`config.mk`:
```
export PLATFORM = sky130hd
export DESIGN_NAME = ymodem_receiver_top
export DESIGN_NICKNAME = d
export VERILOG_FILES = /design/src/hdl/ymr_pkg.sv /design/src/hdl/ymodem_receiver_top.sv /design/src/hdl/ymr_core.sv /design/src/hdl/ymr_outbuf.sv
export SDC_FILE = /design/constraint.sdc
export NUM_CORES = 1
export LEC_CHECK = 0
export BUFFER_PORTS_ARGS = -buffer_cell sky130_fd_sc_hd__buf_4
export CORE_MARGIN = 4
export CORE_UTILIZATION = 45
export DETAILED_ROUTE_END_ITERATION = 12
export PLACE_DENSITY_LB_ADDON = 0.12
export SLEW_MARGIN = 0
export SYNTH_ARGS = -nofsm -noshare
export SYNTH_HDL_FRONTEND = slang
export SYNTH_HIERARCHICAL = 1
export SYNTH_SLANG_ARGS = --single-unit
```
`constraint.sdc`:
```
create_clock -name clk -period 15.4 [get_ports clk]
set_input_delay 0.77 -clock clk [delete_from_list [all_inputs] [get_ports clk]]
set_output_delay 0.77 -clock clk [all_outputs]
set_load 0.05 [all_outputs]
```
`src/hdl/ymr_pkg.sv`:
```
// ----------------------------------------------------------------------------
// ymr_pkg: shared types and constants of the YMODEM receiver
// Control characters, field codes, frame geometry, result item layout
// and the byte-wide CRC-16/XMODEM update.
// ----------------------------------------------------------------------------
package ymr_pkg;

	// frame geometry and protocol limits
	localparam int SHORT_PAYLOAD    = 128;
	localparam int LONG_PAYLOAD     = 1024;
	localparam int ABORT_CANCELS    = 5;
	localparam int TICKS_PER_SECOND = 1000;
	localparam int MAX_RES          = 3;

	// header is start byte, block number and its complement
	localparam int DATA_FIRST = 3;

	localparam int BP_W   = $clog2(LONG_PAYLOAD + DATA_FIRST + 2);
	localparam int MS_W   = $clog2(TICKS_PER_SECOND + 1);
	localparam int CR_W   = 3;
	localparam int RCNT_W = $clog2(MAX_RES + 1);
	localparam int RIDX_W = $clog2(MAX_RES);

	localparam logic [15:0] TIMEOUT_RESET = 16'd10;
	localparam logic [15:0] CRC_POLY      = 16'h1021;

	// line characters
	localparam logic [7:0] CH_SOH = 8'h01;
	localparam logic [7:0] CH_STX = 8'h02;
	localparam logic [7:0] CH_EOT = 8'h04;
	localparam logic [7:0] CH_ACK = 8'h06;
	localparam logic [7:0] CH_NAK = 8'h15;
	localparam logic [7:0] CH_CAN = 8'h18;
	localparam logic [7:0] CH_C   = 8'h43;

	// input operation codes
	localparam logic [1:0] OP_BYTE  = 2'd0;
	localparam logic [1:0] OP_TICK  = 2'd1;
	localparam logic [1:0] OP_START = 2'd2;

	// result kinds
	localparam logic [1:0] KIND_REPLY   = 2'd0;
	localparam logic [1:0] KIND_PAYLOAD = 2'd1;
	localparam logic [1:0] KIND_VERDICT = 2'd2;
	localparam logic [1:0] KIND_SESSION = 2'd3;

	// status codes
	localparam logic [2:0] ST_RUNNING  = 3'd0;
	localparam logic [2:0] ST_FRAME_OK = 3'd1;
	localparam logic [2:0] ST_FRAME_BAD = 3'd2;
	localparam logic [2:0] ST_COMPLETE = 3'd3;
	localparam logic [2:0] ST_TIMEOUT  = 3'd4;
	localparam logic [2:0] ST_ABORTED  = 3'd5;

	typedef enum logic [2:0] {
		PH_IDLE,
		PH_WAIT_START,
		PH_WAIT_DATA,
		PH_WAIT_EOT2,
		PH_WAIT_END,
		PH_COMPLETE,
		PH_TIMEOUT,
		PH_ABORTED
	} phase_t;

	typedef struct packed {
		logic [1:0] kind;
		logic [7:0] value;
		logic [7:0] block;
		logic [2:0] status;
	} res_t;

	// all result items of one input item
	typedef struct packed {
		res_t [MAX_RES-1:0]  ent;
		logic [RCNT_W-1:0]   cnt;
	} batch_t;

	function automatic res_t mk_res(input logic [1:0] kind, input logic [7:0] value,
			input logic [7:0] block, input logic [2:0] status);
		res_t r;
		r.kind   = kind;
		r.value  = value;
		r.block  = block;
		r.status = status;
		return r;
	endfunction

	// crc-16/xmodem over one byte, msb first
	function automatic logic [15:0] crc16_byte(input logic [15:0] crc, input logic [7:0] b);
		logic [15:0] c;
		c = crc ^ {b, 8'h00};
		for (int i = 0; i < 8; i++) begin
			if (c[15]) begin
				c = {c[14:0], 1'b0} ^ CRC_POLY;
			end else begin
				c = {c[14:0], 1'b0};
			end
		end
		return c;
	endfunction

endpackage

```
`src/hdl/ymodem_receiver_top.sv`:
```
// An accepted item passes the input register, then the result register, before its
// first result shows; the protocol step itself is combinational.
// One item per cycle while the output is not stalled and each item gives at most
// one result; more results hold the single-result output port until all are taken.
// Reset (arst_n low): session idle, all counters and frame state cleared,
// timeout_seconds set to 10, no results pending.
// ----------------------------------------------------------------------------
// ymodem_receiver_top: YMODEM receiver with CRC-16 frame checking
// Takes line bytes, millisecond ticks and start commands as a stream and
// returns reply bytes, payload bytes, frame verdicts and session status.
// ----------------------------------------------------------------------------
module ymodem_receiver_top (
	input  logic         clk,
	input  logic         arst_n,
	input  logic         cfg_we,
	input  logic [15:0]  cfg_wdata,
	input  logic         s_axis_tvalid,
	output logic         s_axis_tready,
	input  logic [7:0]   s_axis_tdata,   // rx_byte
	input  logic [1:0]   s_axis_tuser,   // op
	output logic         m_axis_tvalid,
	input  logic         m_axis_tready,
	output logic [23:0]  m_axis_tdata,   // value, block_number, status, zero fill
	output logic [1:0]   m_axis_tuser,   // kind
	output logic         m_axis_tlast
);

	logic               valid_s1;
	logic [1:0]         op_s1;
	logic [7:0]         byte_s1;
	logic               take;
	logic               can_load;
	ymr_pkg::batch_t    batch;

	// item leaves the input register once its results fit
	assign take          = valid_s1 && ((batch.cnt == '0) || can_load);
	assign s_axis_tready = !valid_s1 || take;

	// input register
	always_ff @(posedge clk or negedge arst_n) begin
		if (!arst_n) begin
			valid_s1 <= 1'b0;
		end else if (s_axis_tvalid && s_axis_tready) begin
			valid_s1 <= 1'b1;
		end else if (take) begin
			valid_s1 <= 1'b0;
		end
	end

	always_ff @(posedge clk) begin
		if (s_axis_tvalid && s_axis_tready) begin
			op_s1   <= s_axis_tuser;
			byte_s1 <= s_axis_tdata;
		end
	end

	ymr_core u_core (
		.clk       (clk),
		.arst_n    (arst_n),
		.cfg_we    (cfg_we),
		.cfg_wdata (cfg_wdata),
		.item_op   (op_s1),
		.item_byte (byte_s1),
		.take      (take),
		.batch     (batch)
	);

	ymr_outbuf u_outbuf (
		.clk           (clk),
		.arst_n        (arst_n),
		.load          (take && (batch.cnt != '0)),
		.batch_in      (batch),
		.can_load      (can_load),
		.m_axis_tvalid (m_axis_tvalid),
		.m_axis_tready (m_axis_tready),
		.m_axis_tdata  (m_axis_tdata),
		.m_axis_tuser  (m_axis_tuser),
		.m_axis_tlast  (m_axis_tlast)
	);

endmodule

```
`src/hdl/ymr_core.sv`:
```
// ----------------------------------------------------------------------------
// ymr_core: session state and per-item decision logic
// Holds the protocol state, evaluates one registered item against it and
// produces the batch of result items that the item causes.
// ----------------------------------------------------------------------------
module ymr_core (
	input  logic               clk,
	input  logic               arst_n,
	input  logic               cfg_we,
	input  logic [15:0]        cfg_wdata,
	input  logic [1:0]         item_op,
	input  logic [7:0]         item_byte,
	input  logic               take,
	output ymr_pkg::batch_t    batch
);

	ymr_pkg::phase_t                phase_q, phase_d;
	logic [ymr_pkg::BP_W-1:0]       bp_q, bp_d;
	logic                           long_q, long_d;
	logic [7:0]                     block_q, block_d;
	logic                           hok_q, hok_d;
	logic                           fpn_q, fpn_d;
	logic [15:0]                    crc_q, crc_d;
	logic [7:0]                     crch_q, crch_d;
	logic [ymr_pkg::CR_W-1:0]       cr_q, cr_d;
	logic [ymr_pkg::MS_W-1:0]       ms_q, ms_d;
	logic [15:0]                    idle_q, idle_d;
	logic [15:0]                    timeout_q;

	logic                           is_active;
	logic                           in_frame;
	logic [ymr_pkg::BP_W-1:0]       data_end;
	logic                           pos_block;
	logic                           pos_cmpl;
	logic                           pos_data;
	logic                           pos_crch;
	logic                           pos_finish;
	logic                           ms_wrap;
	logic [15:0]                    idle_inc;
	logic                           timed_out;
	logic [ymr_pkg::CR_W-1:0]       cr_inc;
	logic                           abort_hit;
	logic                           phase_ok;
	logic                           frame_ok;
	logic [15:0]                    crc_next;

	// shared decode of state and item
	assign is_active  = (phase_q == ymr_pkg::PH_WAIT_START) || (phase_q == ymr_pkg::PH_WAIT_DATA)
		|| (phase_q == ymr_pkg::PH_WAIT_EOT2) || (phase_q == ymr_pkg::PH_WAIT_END);
	assign in_frame   = (bp_q != '0);
	assign data_end   = long_q ? ymr_pkg::BP_W'(ymr_pkg::DATA_FIRST + ymr_pkg::LONG_PAYLOAD)
		: ymr_pkg::BP_W'(ymr_pkg::DATA_FIRST + ymr_pkg::SHORT_PAYLOAD);
	assign pos_block  = (bp_q == ymr_pkg::BP_W'(1));
	assign pos_cmpl   = (bp_q == ymr_pkg::BP_W'(2));
	assign pos_data   = (bp_q >= ymr_pkg::BP_W'(ymr_pkg::DATA_FIRST)) && (bp_q < data_end);
	assign pos_crch   = (bp_q == data_end);
	assign pos_finish = (bp_q > data_end);
	assign ms_wrap    = (ms_q == ymr_pkg::MS_W'(ymr_pkg::TICKS_PER_SECOND - 1));
	assign idle_inc   = (idle_q != 16'hFFFF) ? idle_q + 16'd1 : idle_q;
	assign timed_out  = (idle_inc > timeout_q);
	assign cr_inc     = (cr_q != '1) ? cr_q + ymr_pkg::CR_W'(1) : cr_q;
	assign abort_hit  = (cr_inc >= ymr_pkg::CR_W'(ymr_pkg::ABORT_CANCELS));
	assign crc_next   = ymr_pkg::crc16_byte(crc_q, item_byte);

	// start frame needs a file name, end frame an empty one
	always_comb begin
		if (phase_q == ymr_pkg::PH_WAIT_START) begin
			phase_ok = fpn_q;
		end else if (phase_q == ymr_pkg::PH_WAIT_END) begin
			phase_ok = !fpn_q;
		end else begin
			phase_ok = 1'b1;
		end
	end
	assign frame_ok = hok_q && ({crch_q, item_byte} == crc_q) && phase_ok;

	// next state
	always_comb begin
		phase_d = phase_q;
		bp_d    = bp_q;
		long_d  = long_q;
		block_d = block_q;
		hok_d   = hok_q;
		fpn_d   = fpn_q;
		crc_d   = crc_q;
		crch_d  = crch_q;
		cr_d    = cr_q;
		ms_d    = ms_q;
		idle_d  = idle_q;
		if (take) begin
			case (item_op)
				ymr_pkg::OP_START: begin
					phase_d = ymr_pkg::PH_WAIT_START;
					bp_d    = '0;
					long_d  = 1'b0;
					block_d = '0;
					hok_d   = 1'b0;
					fpn_d   = 1'b0;
					crc_d   = '0;
					crch_d  = '0;
					cr_d    = '0;
					ms_d    = '0;
					idle_d  = '0;
				end
				ymr_pkg::OP_TICK: begin
					ms_d = ms_wrap ? '0 : ms_q + ymr_pkg::MS_W'(1);
					if (ms_wrap && is_active) begin
						idle_d = idle_inc;
						if (timed_out) begin
							phase_d = ymr_pkg::PH_TIMEOUT;
							bp_d    = '0;
						end
					end
				end
				ymr_pkg::OP_BYTE: begin
					if (is_active && !in_frame) begin
						if (item_byte == ymr_pkg::CH_CAN) begin
							cr_d = cr_inc;
							if (abort_hit) begin
								phase_d = ymr_pkg::PH_ABORTED;
							end
						end else begin
							cr_d = '0;
							case (phase_q) inside
								ymr_pkg::PH_WAIT_START, ymr_pkg::PH_WAIT_END: begin
									if (item_byte == ymr_pkg::CH_SOH) begin
										long_d = 1'b0;
										bp_d   = ymr_pkg::BP_W'(1);
										crc_d  = '0;
										hok_d  = 1'b0;
										fpn_d  = 1'b0;
										crch_d = '0;
									end
								end
								ymr_pkg::PH_WAIT_DATA: begin
									if (item_byte == ymr_pkg::CH_EOT) begin
										phase_d = ymr_pkg::PH_WAIT_EOT2;
										idle_d  = '0;
									end else if ((item_byte == ymr_pkg::CH_SOH)
											|| (item_byte == ymr_pkg::CH_STX)) begin
										long_d = (item_byte == ymr_pkg::CH_STX);
										bp_d   = ymr_pkg::BP_W'(1);
										crc_d  = '0;
										hok_d  = 1'b0;
										fpn_d  = 1'b0;
										crch_d = '0;
									end
								end
								ymr_pkg::PH_WAIT_EOT2: begin
									if (item_byte == ymr_pkg::CH_EOT) begin
										phase_d = ymr_pkg::PH_WAIT_END;
										idle_d  = '0;
									end
								end
								default: begin
								end
							endcase
						end
					end else if (is_active) begin
						// inside a frame every byte is frame data
						cr_d = '0;
						if (pos_block) begin
							block_d = item_byte;
						end else if (pos_cmpl) begin
							hok_d = (item_byte == ~block_q);
						end else if (pos_data) begin
							if (bp_q == ymr_pkg::BP_W'(ymr_pkg::DATA_FIRST)) begin
								fpn_d = (item_byte != 8'h00);
							end
							crc_d = crc_next;
						end else if (pos_crch) begin
							crch_d = item_byte;
						end
						if (pos_finish) begin
							bp_d = '0;
							if (frame_ok) begin
								idle_d = '0;
								if (phase_q == ymr_pkg::PH_WAIT_START) begin
									phase_d = ymr_pkg::PH_WAIT_DATA;
								end else if (phase_q == ymr_pkg::PH_WAIT_END) begin
									phase_d = ymr_pkg::PH_COMPLETE;
								end
							end
						end else begin
							bp_d = bp_q + ymr_pkg::BP_W'(1);
						end
					end
				end
				default: begin
				end
			endcase
		end
	end

	// result items of the current item
	always_comb begin
		logic [ymr_pkg::RIDX_W-1:0] n;
		n = '0;
		batch.ent = '0;
		batch.cnt = '0;
		case (item_op)
			ymr_pkg::OP_START: begin
				batch.ent[n] = ymr_pkg::mk_res(ymr_pkg::KIND_REPLY, ymr_pkg::CH_C, 8'h00,
					ymr_pkg::ST_RUNNING);
				batch.cnt = ymr_pkg::RCNT_W'(1);
			end
			ymr_pkg::OP_TICK: begin
				if (ms_wrap && is_active) begin
					if (timed_out) begin
						batch.ent[n] = ymr_pkg::mk_res(ymr_pkg::KIND_SESSION, 8'h00, 8'h00,
							ymr_pkg::ST_TIMEOUT);
						batch.cnt = ymr_pkg::RCNT_W'(1);
					end else if ((phase_q == ymr_pkg::PH_WAIT_START) && !in_frame) begin
						batch.ent[n] = ymr_pkg::mk_res(ymr_pkg::KIND_REPLY, ymr_pkg::CH_C,
							8'h00, ymr_pkg::ST_RUNNING);
						batch.cnt = ymr_pkg::RCNT_W'(1);
					end
				end
			end
			ymr_pkg::OP_BYTE: begin
				if (is_active && !in_frame) begin
					if (item_byte == ymr_pkg::CH_CAN) begin
						if (abort_hit) begin
							batch.ent[n] = ymr_pkg::mk_res(ymr_pkg::KIND_SESSION, 8'h00,
								8'h00, ymr_pkg::ST_ABORTED);
							batch.cnt = ymr_pkg::RCNT_W'(1);
						end
					end else if (item_byte == ymr_pkg::CH_EOT) begin
						if (phase_q == ymr_pkg::PH_WAIT_DATA) begin
							batch.ent[n] = ymr_pkg::mk_res(ymr_pkg::KIND_REPLY,
								ymr_pkg::CH_NAK, 8'h00, ymr_pkg::ST_RUNNING);
							batch.cnt = ymr_pkg::RCNT_W'(1);
						end else if (phase_q == ymr_pkg::PH_WAIT_EOT2) begin
							batch.ent[n] = ymr_pkg::mk_res(ymr_pkg::KIND_REPLY,
								ymr_pkg::CH_ACK, 8'h00, ymr_pkg::ST_RUNNING);
							n = n + ymr_pkg::RIDX_W'(1);
							batch.ent[n] = ymr_pkg::mk_res(ymr_pkg::KIND_REPLY,
								ymr_pkg::CH_C, 8'h00, ymr_pkg::ST_RUNNING);
							batch.cnt = ymr_pkg::RCNT_W'(2);
						end
					end
				end else if (is_active) begin
					if (pos_data && (phase_q == ymr_pkg::PH_WAIT_DATA)) begin
						batch.ent[n] = ymr_pkg::mk_res(ymr_pkg::KIND_PAYLOAD, item_byte,
							block_q, ymr_pkg::ST_RUNNING);
						batch.cnt = ymr_pkg::RCNT_W'(1);
					end else if (pos_finish) begin
						batch.ent[n] = ymr_pkg::mk_res(ymr_pkg::KIND_VERDICT, 8'h00, block_q,
							frame_ok ? ymr_pkg::ST_FRAME_OK : ymr_pkg::ST_FRAME_BAD);
						batch.cnt = ymr_pkg::RCNT_W'(1);
						if (frame_ok) begin
							n = n + ymr_pkg::RIDX_W'(1);
							batch.ent[n] = ymr_pkg::mk_res(ymr_pkg::KIND_REPLY,
								ymr_pkg::CH_ACK, 8'h00, ymr_pkg::ST_RUNNING);
							batch.cnt = ymr_pkg::RCNT_W'(2);
							n = n + ymr_pkg::RIDX_W'(1);
							if (phase_q == ymr_pkg::PH_WAIT_START) begin
								batch.ent[n] = ymr_pkg::mk_res(ymr_pkg::KIND_REPLY,
									ymr_pkg::CH_C, 8'h00, ymr_pkg::ST_RUNNING);
								batch.cnt = ymr_pkg::RCNT_W'(3);
							end else if (phase_q == ymr_pkg::PH_WAIT_END) begin
								batch.ent[n] = ymr_pkg::mk_res(ymr_pkg::KIND_SESSION,
									8'h00, 8'h00, ymr_pkg::ST_COMPLETE);
								batch.cnt = ymr_pkg::RCNT_W'(3);
							end
						end
					end
				end
			end
			default: begin
			end
		endcase
	end

	// state registers
	always_ff @(posedge clk or negedge arst_n) begin
		if (!arst_n) begin
			phase_q <= ymr_pkg::PH_IDLE;
			bp_q    <= '0;
			long_q  <= 1'b0;
			block_q <= '0;
			hok_q   <= 1'b0;
			fpn_q   <= 1'b0;
			crc_q   <= '0;
			crch_q  <= '0;
			cr_q    <= '0;
			ms_q    <= '0;
			idle_q  <= '0;
		end else begin
			phase_q <= phase_d;
			bp_q    <= bp_d;
			long_q  <= long_d;
			block_q <= block_d;
			hok_q   <= hok_d;
			fpn_q   <= fpn_d;
			crc_q   <= crc_d;
			crch_q  <= crch_d;
			cr_q    <= cr_d;
			ms_q    <= ms_d;
			idle_q  <= idle_d;
		end
	end

	// timeout register
	always_ff @(posedge clk or negedge arst_n) begin
		if (!arst_n) begin
			timeout_q <= ymr_pkg::TIMEOUT_RESET;
		end else if (cfg_we) begin
			timeout_q <= cfg_wdata;
		end
	end

`ifndef SYNTHESIS
	a_idle_bytes_silent: assert property (@(posedge clk) disable iff (!arst_n)
		(take && (item_op == ymr_pkg::OP_BYTE) && !is_active) |-> (batch.cnt == '0))
		else $error("byte outside a session produced a result");

	a_start_resets: assert property (@(posedge clk) disable iff (!arst_n)
		(take && (item_op == ymr_pkg::OP_START))
		|=> ((phase_q == ymr_pkg::PH_WAIT_START) && (bp_q == '0) && (idle_q == '0)))
		else $error("start command did not reset the session");

	a_pos_bound: assert property (@(posedge clk) disable iff (!arst_n)
		bp_q <= ymr_pkg::BP_W'(ymr_pkg::DATA_FIRST + ymr_pkg::LONG_PAYLOAD + 1))
		else $error("byte position ran past the frame end");
`endif

endmodule

```
`src/hdl/ymr_outbuf.sv`:
```
// ----------------------------------------------------------------------------
// ymr_outbuf: result register for one item's results
// Holds the up to three result items of one input item and hands them to
// the output stream one per cycle while the receiver is ready, marking the last of them.
// ----------------------------------------------------------------------------
module ymr_outbuf (
	input  logic             clk,
	input  logic             arst_n,
	input  logic             load,
	input  ymr_pkg::batch_t  batch_in,
	output logic             can_load,
	output logic             m_axis_tvalid,
	input  logic             m_axis_tready,
	output logic [23:0]      m_axis_tdata,   // value, block_number, status, zero fill
	output logic [1:0]       m_axis_tuser,   // kind
	output logic             m_axis_tlast
);

	ymr_pkg::res_t [ymr_pkg::MAX_RES-1:0]  ent_q;
	logic [ymr_pkg::RCNT_W-1:0]            cnt_q;
	logic                                  pop;

	assign pop      = (cnt_q != '0) && m_axis_tready;
	assign can_load = (cnt_q == '0) || ((cnt_q == ymr_pkg::RCNT_W'(1)) && m_axis_tready);

	// fill count
	always_ff @(posedge clk or negedge arst_n) begin
		if (!arst_n) begin
			cnt_q <= '0;
		end else if (load) begin
			cnt_q <= batch_in.cnt;
		end else if (pop) begin
			cnt_q <= cnt_q - ymr_pkg::RCNT_W'(1);
		end
	end

	// result entries, head at index zero
	always_ff @(posedge clk) begin
		if (load) begin
			ent_q <= batch_in.ent;
		end else if (pop) begin
			for (int i = 0; i < ymr_pkg::MAX_RES - 1; i++) begin
				ent_q[i] <= ent_q[i+1];
			end
		end
	end

	// output stream
	assign m_axis_tvalid = (cnt_q != '0);
	assign m_axis_tdata  = {5'b0, ent_q[0].status, ent_q[0].block, ent_q[0].value};
	assign m_axis_tuser  = ent_q[0].kind;
	assign m_axis_tlast  = (cnt_q == ymr_pkg::RCNT_W'(1));

`ifndef SYNTHESIS
	a_load_when_free: assert property (@(posedge clk) disable iff (!arst_n)
		load |-> (can_load && (batch_in.cnt != '0)))
		else $error("result batch loaded over pending results");

	a_cnt_bound: assert property (@(posedge clk) disable iff (!arst_n)
		cnt_q <= ymr_pkg::RCNT_W'(ymr_pkg::MAX_RES))
		else $error("result count out of range");

	a_last_drains: assert property (@(posedge clk) disable iff (!arst_n)
		(m_axis_tvalid && m_axis_tready && m_axis_tlast && !load) |=> !m_axis_tvalid)
		else $error("results remain after the last item was taken");
`endif

endmodule
```
### Yosys cells after proc, flatten, opt, wreduce, memory -nomap -nowiden

Cells that the tools add are included.

| storage, ports and cells | value |
|---|---|
| register bits | 170 |
| output and inout bits | 29 |
| logic and storage cells | 296 |

| cells by class | value |
|---|---|
| add/sub/neg operators | 5 |
| $lt $le $gt $ge | 5 |
| equality and inequality tests | 53 |
| multiplexer cells | 146 |
| bitwise operators | 12 |
| reduce and logical (&&, ||, !) cells | 47 |

Operator list:

| kind | count |
|---|---|
| 2-to-1 mux 65 bit | 6 |
| 2-to-1 mux 16 bit | 22 |
| 2-to-1 mux 42 bit | 4 |
| 2-to-1 mux 23 bit | 6 |
| 2-to-1 mux 11 bit | 12 |
| 2-to-1 mux 8 bit | 15 |
| 2-to-1 mux 21 bit | 5 |
| 2-to-1 mux 13 bit | 8 |
| 2-to-1 mux 44 bit | 2 |
| one-hot mux 23 bit (3 select lines) | 1 |
| 2-to-1 mux 3 bit | 19 |
| one-hot mux 16 bit (3 select lines) | 1 |
| 2-to-1 mux 41 bit | 1 |
| AND reduction 12 bit | 3 |
| one-hot mux 11 bit (3 select lines) | 1 |
| one-hot mux 16 bit (2 select lines) | 1 |
| one-hot mux 8 bit (2 select lines) | 2 |
| 2-to-1 mux 1 bit | 27 |
| NOT 3 bit | 8 |
| equality test 11 x 2 -> 1 bit, second input constant | 2 |
| inequality test 3 x 1 -> 1 bit, second input constant | 7 |
| inequality test 3 bit, second input constant | 7 |
| 2-to-1 mux 20 bit | 1 |
| inequality test 4 bit, second input constant | 5 |
| 57 further kinds | 102 |

### Depth between registers and ports, before layout

| depth | value |
|---|---|
| depth in word-level cells | 23 |
| gate-level depth with buffers | 24 |
| depth with buffers taken out | 23 |

### Hierarchy

The synthesis kept the hierarchy.

By module, submodules not included:

| module | instances | cells an instance | area an instance (µm²) | seq. area each (µm²) |
|---|---|---|---|---|
| ymr_core | 1 | 832 | 6847.8 | 2354.8 |
| ymr_outbuf | 1 | 155 | 2876.5 | 1941.9 |
| ymodem_receiver_top | 1 | 17 | 370.4 | 325.3 |

### Least setup slack after synthesis

Ideal clock, no wire load.

| timing | value |
|---|---|
| path kind | flip-flop to flip-flop |
| start point | reg u_core.idle_q[2] |
| end point | reg u_outbuf/ent_q[21] (netlist name) (enable) |
| arrival | 4.725 ns |
| setup slack | 10.294 ns |
| cell stages (with the launch flop) | 20 |
| buffers on the path | 3 |
| cell sequence | dfrtp_1 > clkbuf_1 > nand4_1 > nor3_1 > nand2_1 > nand2_1 > nor2_1 > xnor2_1 > ha_1 > nand2_1 > nor4_1 > a21boi_0 > o31ai_1 > nor2_1 > nor3_1 > o22ai_1 > o211a_1 > buf_6 > buf_6 > or2_2 |

RTL lines:

| element | line | source |
|---|---|---|
| start, declared | ymr_core.sv:27 | `logic [15:0] idle_q, idle_d;` |
| start signal, assigned | ymr_core.sv:300 | `idle_q <= idle_d;` |
| end signal, assigned | ymr_outbuf.sv:40 | `ent_q <= batch_in.ent;` |
| end signal, assigned by index | ymr_outbuf.sv:43 | `ent_q[i] <= ent_q[i+1];` |
| end, declared | ymr_outbuf.sv:19 | `ymr_pkg::res_t [ymr_pkg::MAX_RES-1:0] ent_q;` |

==> qor.csv <==
metric,value,unit
seq_power_share,39.1,%
maxCapViolCount,0,
sw_frac_of_total,39.11,%
fin_crit_sh,40.93,%
crit_start,u_core/idle_q[2],
critPathRequiredTime,15.72,ns
seq_area,4622,µm²
setup_violations,0,
internal_power,0.001088,W
powerDensity,163.4,nW/µm²
max_slew_margin,17.19,%
critPathLaunchType,register,
drc,0,
fin_crit,6.303,ns
hold_viol_final,0,
die_y,157.8,µm
clock_latency,0.44,ns
die_area,24890,µm²
leakage,4.517,nW
die_x,157.8,µm
cts_hold_buf,0,
synth_top_flop_cell,dfrtp_1,
cts_resized,0,
fillCellCount,2021,
core_area,21960,µm²
clock_path_buffers,2,
grt_usage,17.98,%
drt-wirelength-per-cell,16.55,µm
synth_area,10090,µm²
pwr-share-clk,24.1,%
grt_start_max_net_pins,71,
overflow,0,
min_path_type,in -> async,
slew_viol_final,0,
cp.arrival,6.63,ns
cts_tree,done,
vias_per_cell,5.426,
drive_above_1_share,14.96,%
irDropWorstVdd,0.08351,mV
wl,21560,µm
power_frac_comb,36.9,%
worstMarginPinSlew,1.239,ns
mostFrequentLayoutCells,"nand2_1 (127), dfrtp_1 (95), edfxtp_1 (73)",
synth_cells,1004,
postCtsSetupRepairBufs,0,
grt_first_pass_wirelength,35440,µm
dp_hpwl,15040,µm
synth_edf_count,73,
crit_path_end_kind,register,
status,"finished, final reports clean",
multiInputGateArea,4761,µm²
async_flop_share,57.06,%
gp_congestion,0.8685,
row_count,54,
antenna_found_initial,0,
fmaxAchievable,158.7,MHz
drt_iter0_drc,477,
mostFrequentLayoutCell,nand2_1,
skew,0.01510,ns
syn_to_final_growth,8.341,%
yosysWarnings,6,
ant_nets,0,
p_switching,0.0006992,W
synth_cell_types,80,
power.total,0.001788,W
crit_type,reg -> reg,
nNetsFinal,1073,
clock-sinks,170,
cts.clk_slew.worst_paths,0.08,ns
num_vias,7070,
yosysSeqAreaShare,45.79,%
fin_tns_setup,0,ns
rsz0062_at_grt,no,
dr.pass1.iters,5,
avgSynthCellArea,10.05,µm²
ys_seq_elements,170,
ctsHtreeMaxLevel,4,
numPortBuffers,54,
initial_utilization,45.97,%
cp_max_fo,27,
io_pins,60,
numCtsBuffers,17,
first_global_vias,6920,
antenna_cells,0,
r2r_start,u_core/idle_q[2],
cts_root_buf,clkbuf_16,
through the flow:
| stage | hold slack [ns] | instances | cell area [µm²] | utilization, % | worst slack [ns] |
|---|---|---|---|---|---|
| after detailed placement | 0.5012 | 1271 | 10350 | 47.13 | 9.112 |
| after global routing | 0.4829 | 1303 | 10940 | 49.81 | 8.407 |
| after floorplan | 0.4507 | 1038 | 10220 | - | 10.29 |
| after global placement | 0.4938 | 1271 | 10350 | 47.13 | 9.313 |
| after CTS | 0.4547 | 1303 | 10940 | 49.81 | 9.112 |
| final | 0.4181 | 1303 | 10940 | 49.81 | 9.097 |
synth_stat cells (3+ instances only):
library cell	instances	area share, %
nand2_1	127	4.7
dfrtp_1	95	24
edfxtp_1	73	22
o21ai_0	72	3.6
buf_4	63	4.7
inv_1	47	1.7
nor2_1	43	1.6
a21oi_1	37	1.8
xnor2_1	35	3.0
ha_1	32	4.0
clkbuf_1	29	1.1
mux2_4	28	4.2
nand3_1	28	1.4
xor2_1	26	2.3
mux2_2	18	2.0
o31ai_1	18	1.3
and3_1	16	0.99
nand4_1	15	0.93
nor3_1	15	0.74
and2_1	14	0.87
mux2i_1	14	1.4
nor4_1	14	0.87
nand2b_1	13	0.81
a22o_1	9	0.78
buf_2	8	0.40
nor2b_1	7	0.43
o21a_1	7	0.52
a31oi_1	6	0.37
o22ai_1	6	0.37
and4_1	5	0.43
a21o_1	4	0.30
buf_6	4	0.45
nor4b_1	4	0.35
a211oi_1	3	0.22
a21boi_0	3	0.22
a311o_1	3	0.30
nor3b_1	3	0.22
or3_1	3	0.19
or4_1	3	0.22
or4b_1	3	0.30
metal layers:
| metal | routed length [µm] | GRT usage [%] | part of all wire [%] | up-vias |
|---|---|---|---|---|
| li1 | - | - | - | 3505 |
| met1 | 10160 | 24.69 | 47 | 3386 |
| met2 | 10090 | 28.58 | 47 | 146 |
| met3 | 803 | 3.362 | 3.7 | 33 |
| met4 | 509 | 6.514 | 2.4 | 0 |
| met5 | 0 | 0 | 0 | - |
layout make-up:
class | instances | area share, %
timing repair buffer | 58 | 3.981
sequential | 170 | 42.26
clock inverter | 15 | 1.487
clock buffer | 17 | 3.890
multi-input combinational | 715 | 43.53
inverter | 48 | 1.647
tap | 280 | 3.203
power by group through the flow:
stage	clock network [W]	logic, W	registers, W
6_report	0.000430	0.000659	0.000699
3_3_place_gp	0	0.000657	0.000707
3_5_place_dp	0	0.000662	0.000709
5_1_grt	0.000461	0.000725	0.000717
2_1_floorplan	0	0.000571	0.000671
4_1_cts	0.000443	0.000664	0.000700
registers in the layout (all words and copies together) (netlist names), 8 cells and up:
name,cells
u_core/bp_q,11
u_outbuf/m_axis_tdata,19
u_core/crc_q,16
u_core/idle_q,16
byte_s1,8
u_core/crch_q,8
u_core/block_q,8
u_core/ms_q,10
u_outbuf/ent_q,42
u_core/timeout_q,16
path summary, 6_finish.rpt:
kind / cells past startpoint / endpoint / slack (ns)
worst max-delay path: 22 / u_core/idle_q[3] / 9.10
worst min-delay path: 1 / u_core/timeout_q[10] / 0.42
worst max register to register: 22 / u_core/idle_q[3] / 9.10
worst min register to register: 1 / u_core/ms_q[9] / 0.50
max in group asynchronous: 2 / u_outbuf/cnt_q[0] / 13.91
min in group clk: 1 / u_core/ms_q[9] / 0.50
cells by family after synthesis:
kind of cell / share of synthesized area (%)
xor gates and xnor gates: 5.292
AOI/OAI and AO/OA: 12.89
muxes: 7.561
DFF: 45.79
adders and majority gates: 3.966
and+or+nand+nor: 16.00
other: 0.07440
buffers and inverters: 8.428
worst max-delay path, stage by stage (launching register included):
cell and delay (ns):
dfrtp_1 0.47, nand4_1 0.28, nor3_1 0.49, nand2_1 0.26, nand2_1 0.29, nor2_1 0.08, xnor2_1 0.18, ha_1 0.26
nand2_1 0.08, nor4_1 0.06, a21boi_0 0.14, o31ai_1 0.52, nor2_1 0.16, nor3_1 0.23, o22ai_1 0.15, o21ba_2 0.25
nor2b_1 0.36, nand4_1 0.15, o22ai_1 0.32, o221ai_2 0.24, nor2_2 0.80, nor2b_1 0.11, a311o_1 0.30
Note: power is estimated with default switching activity, not from simulation.
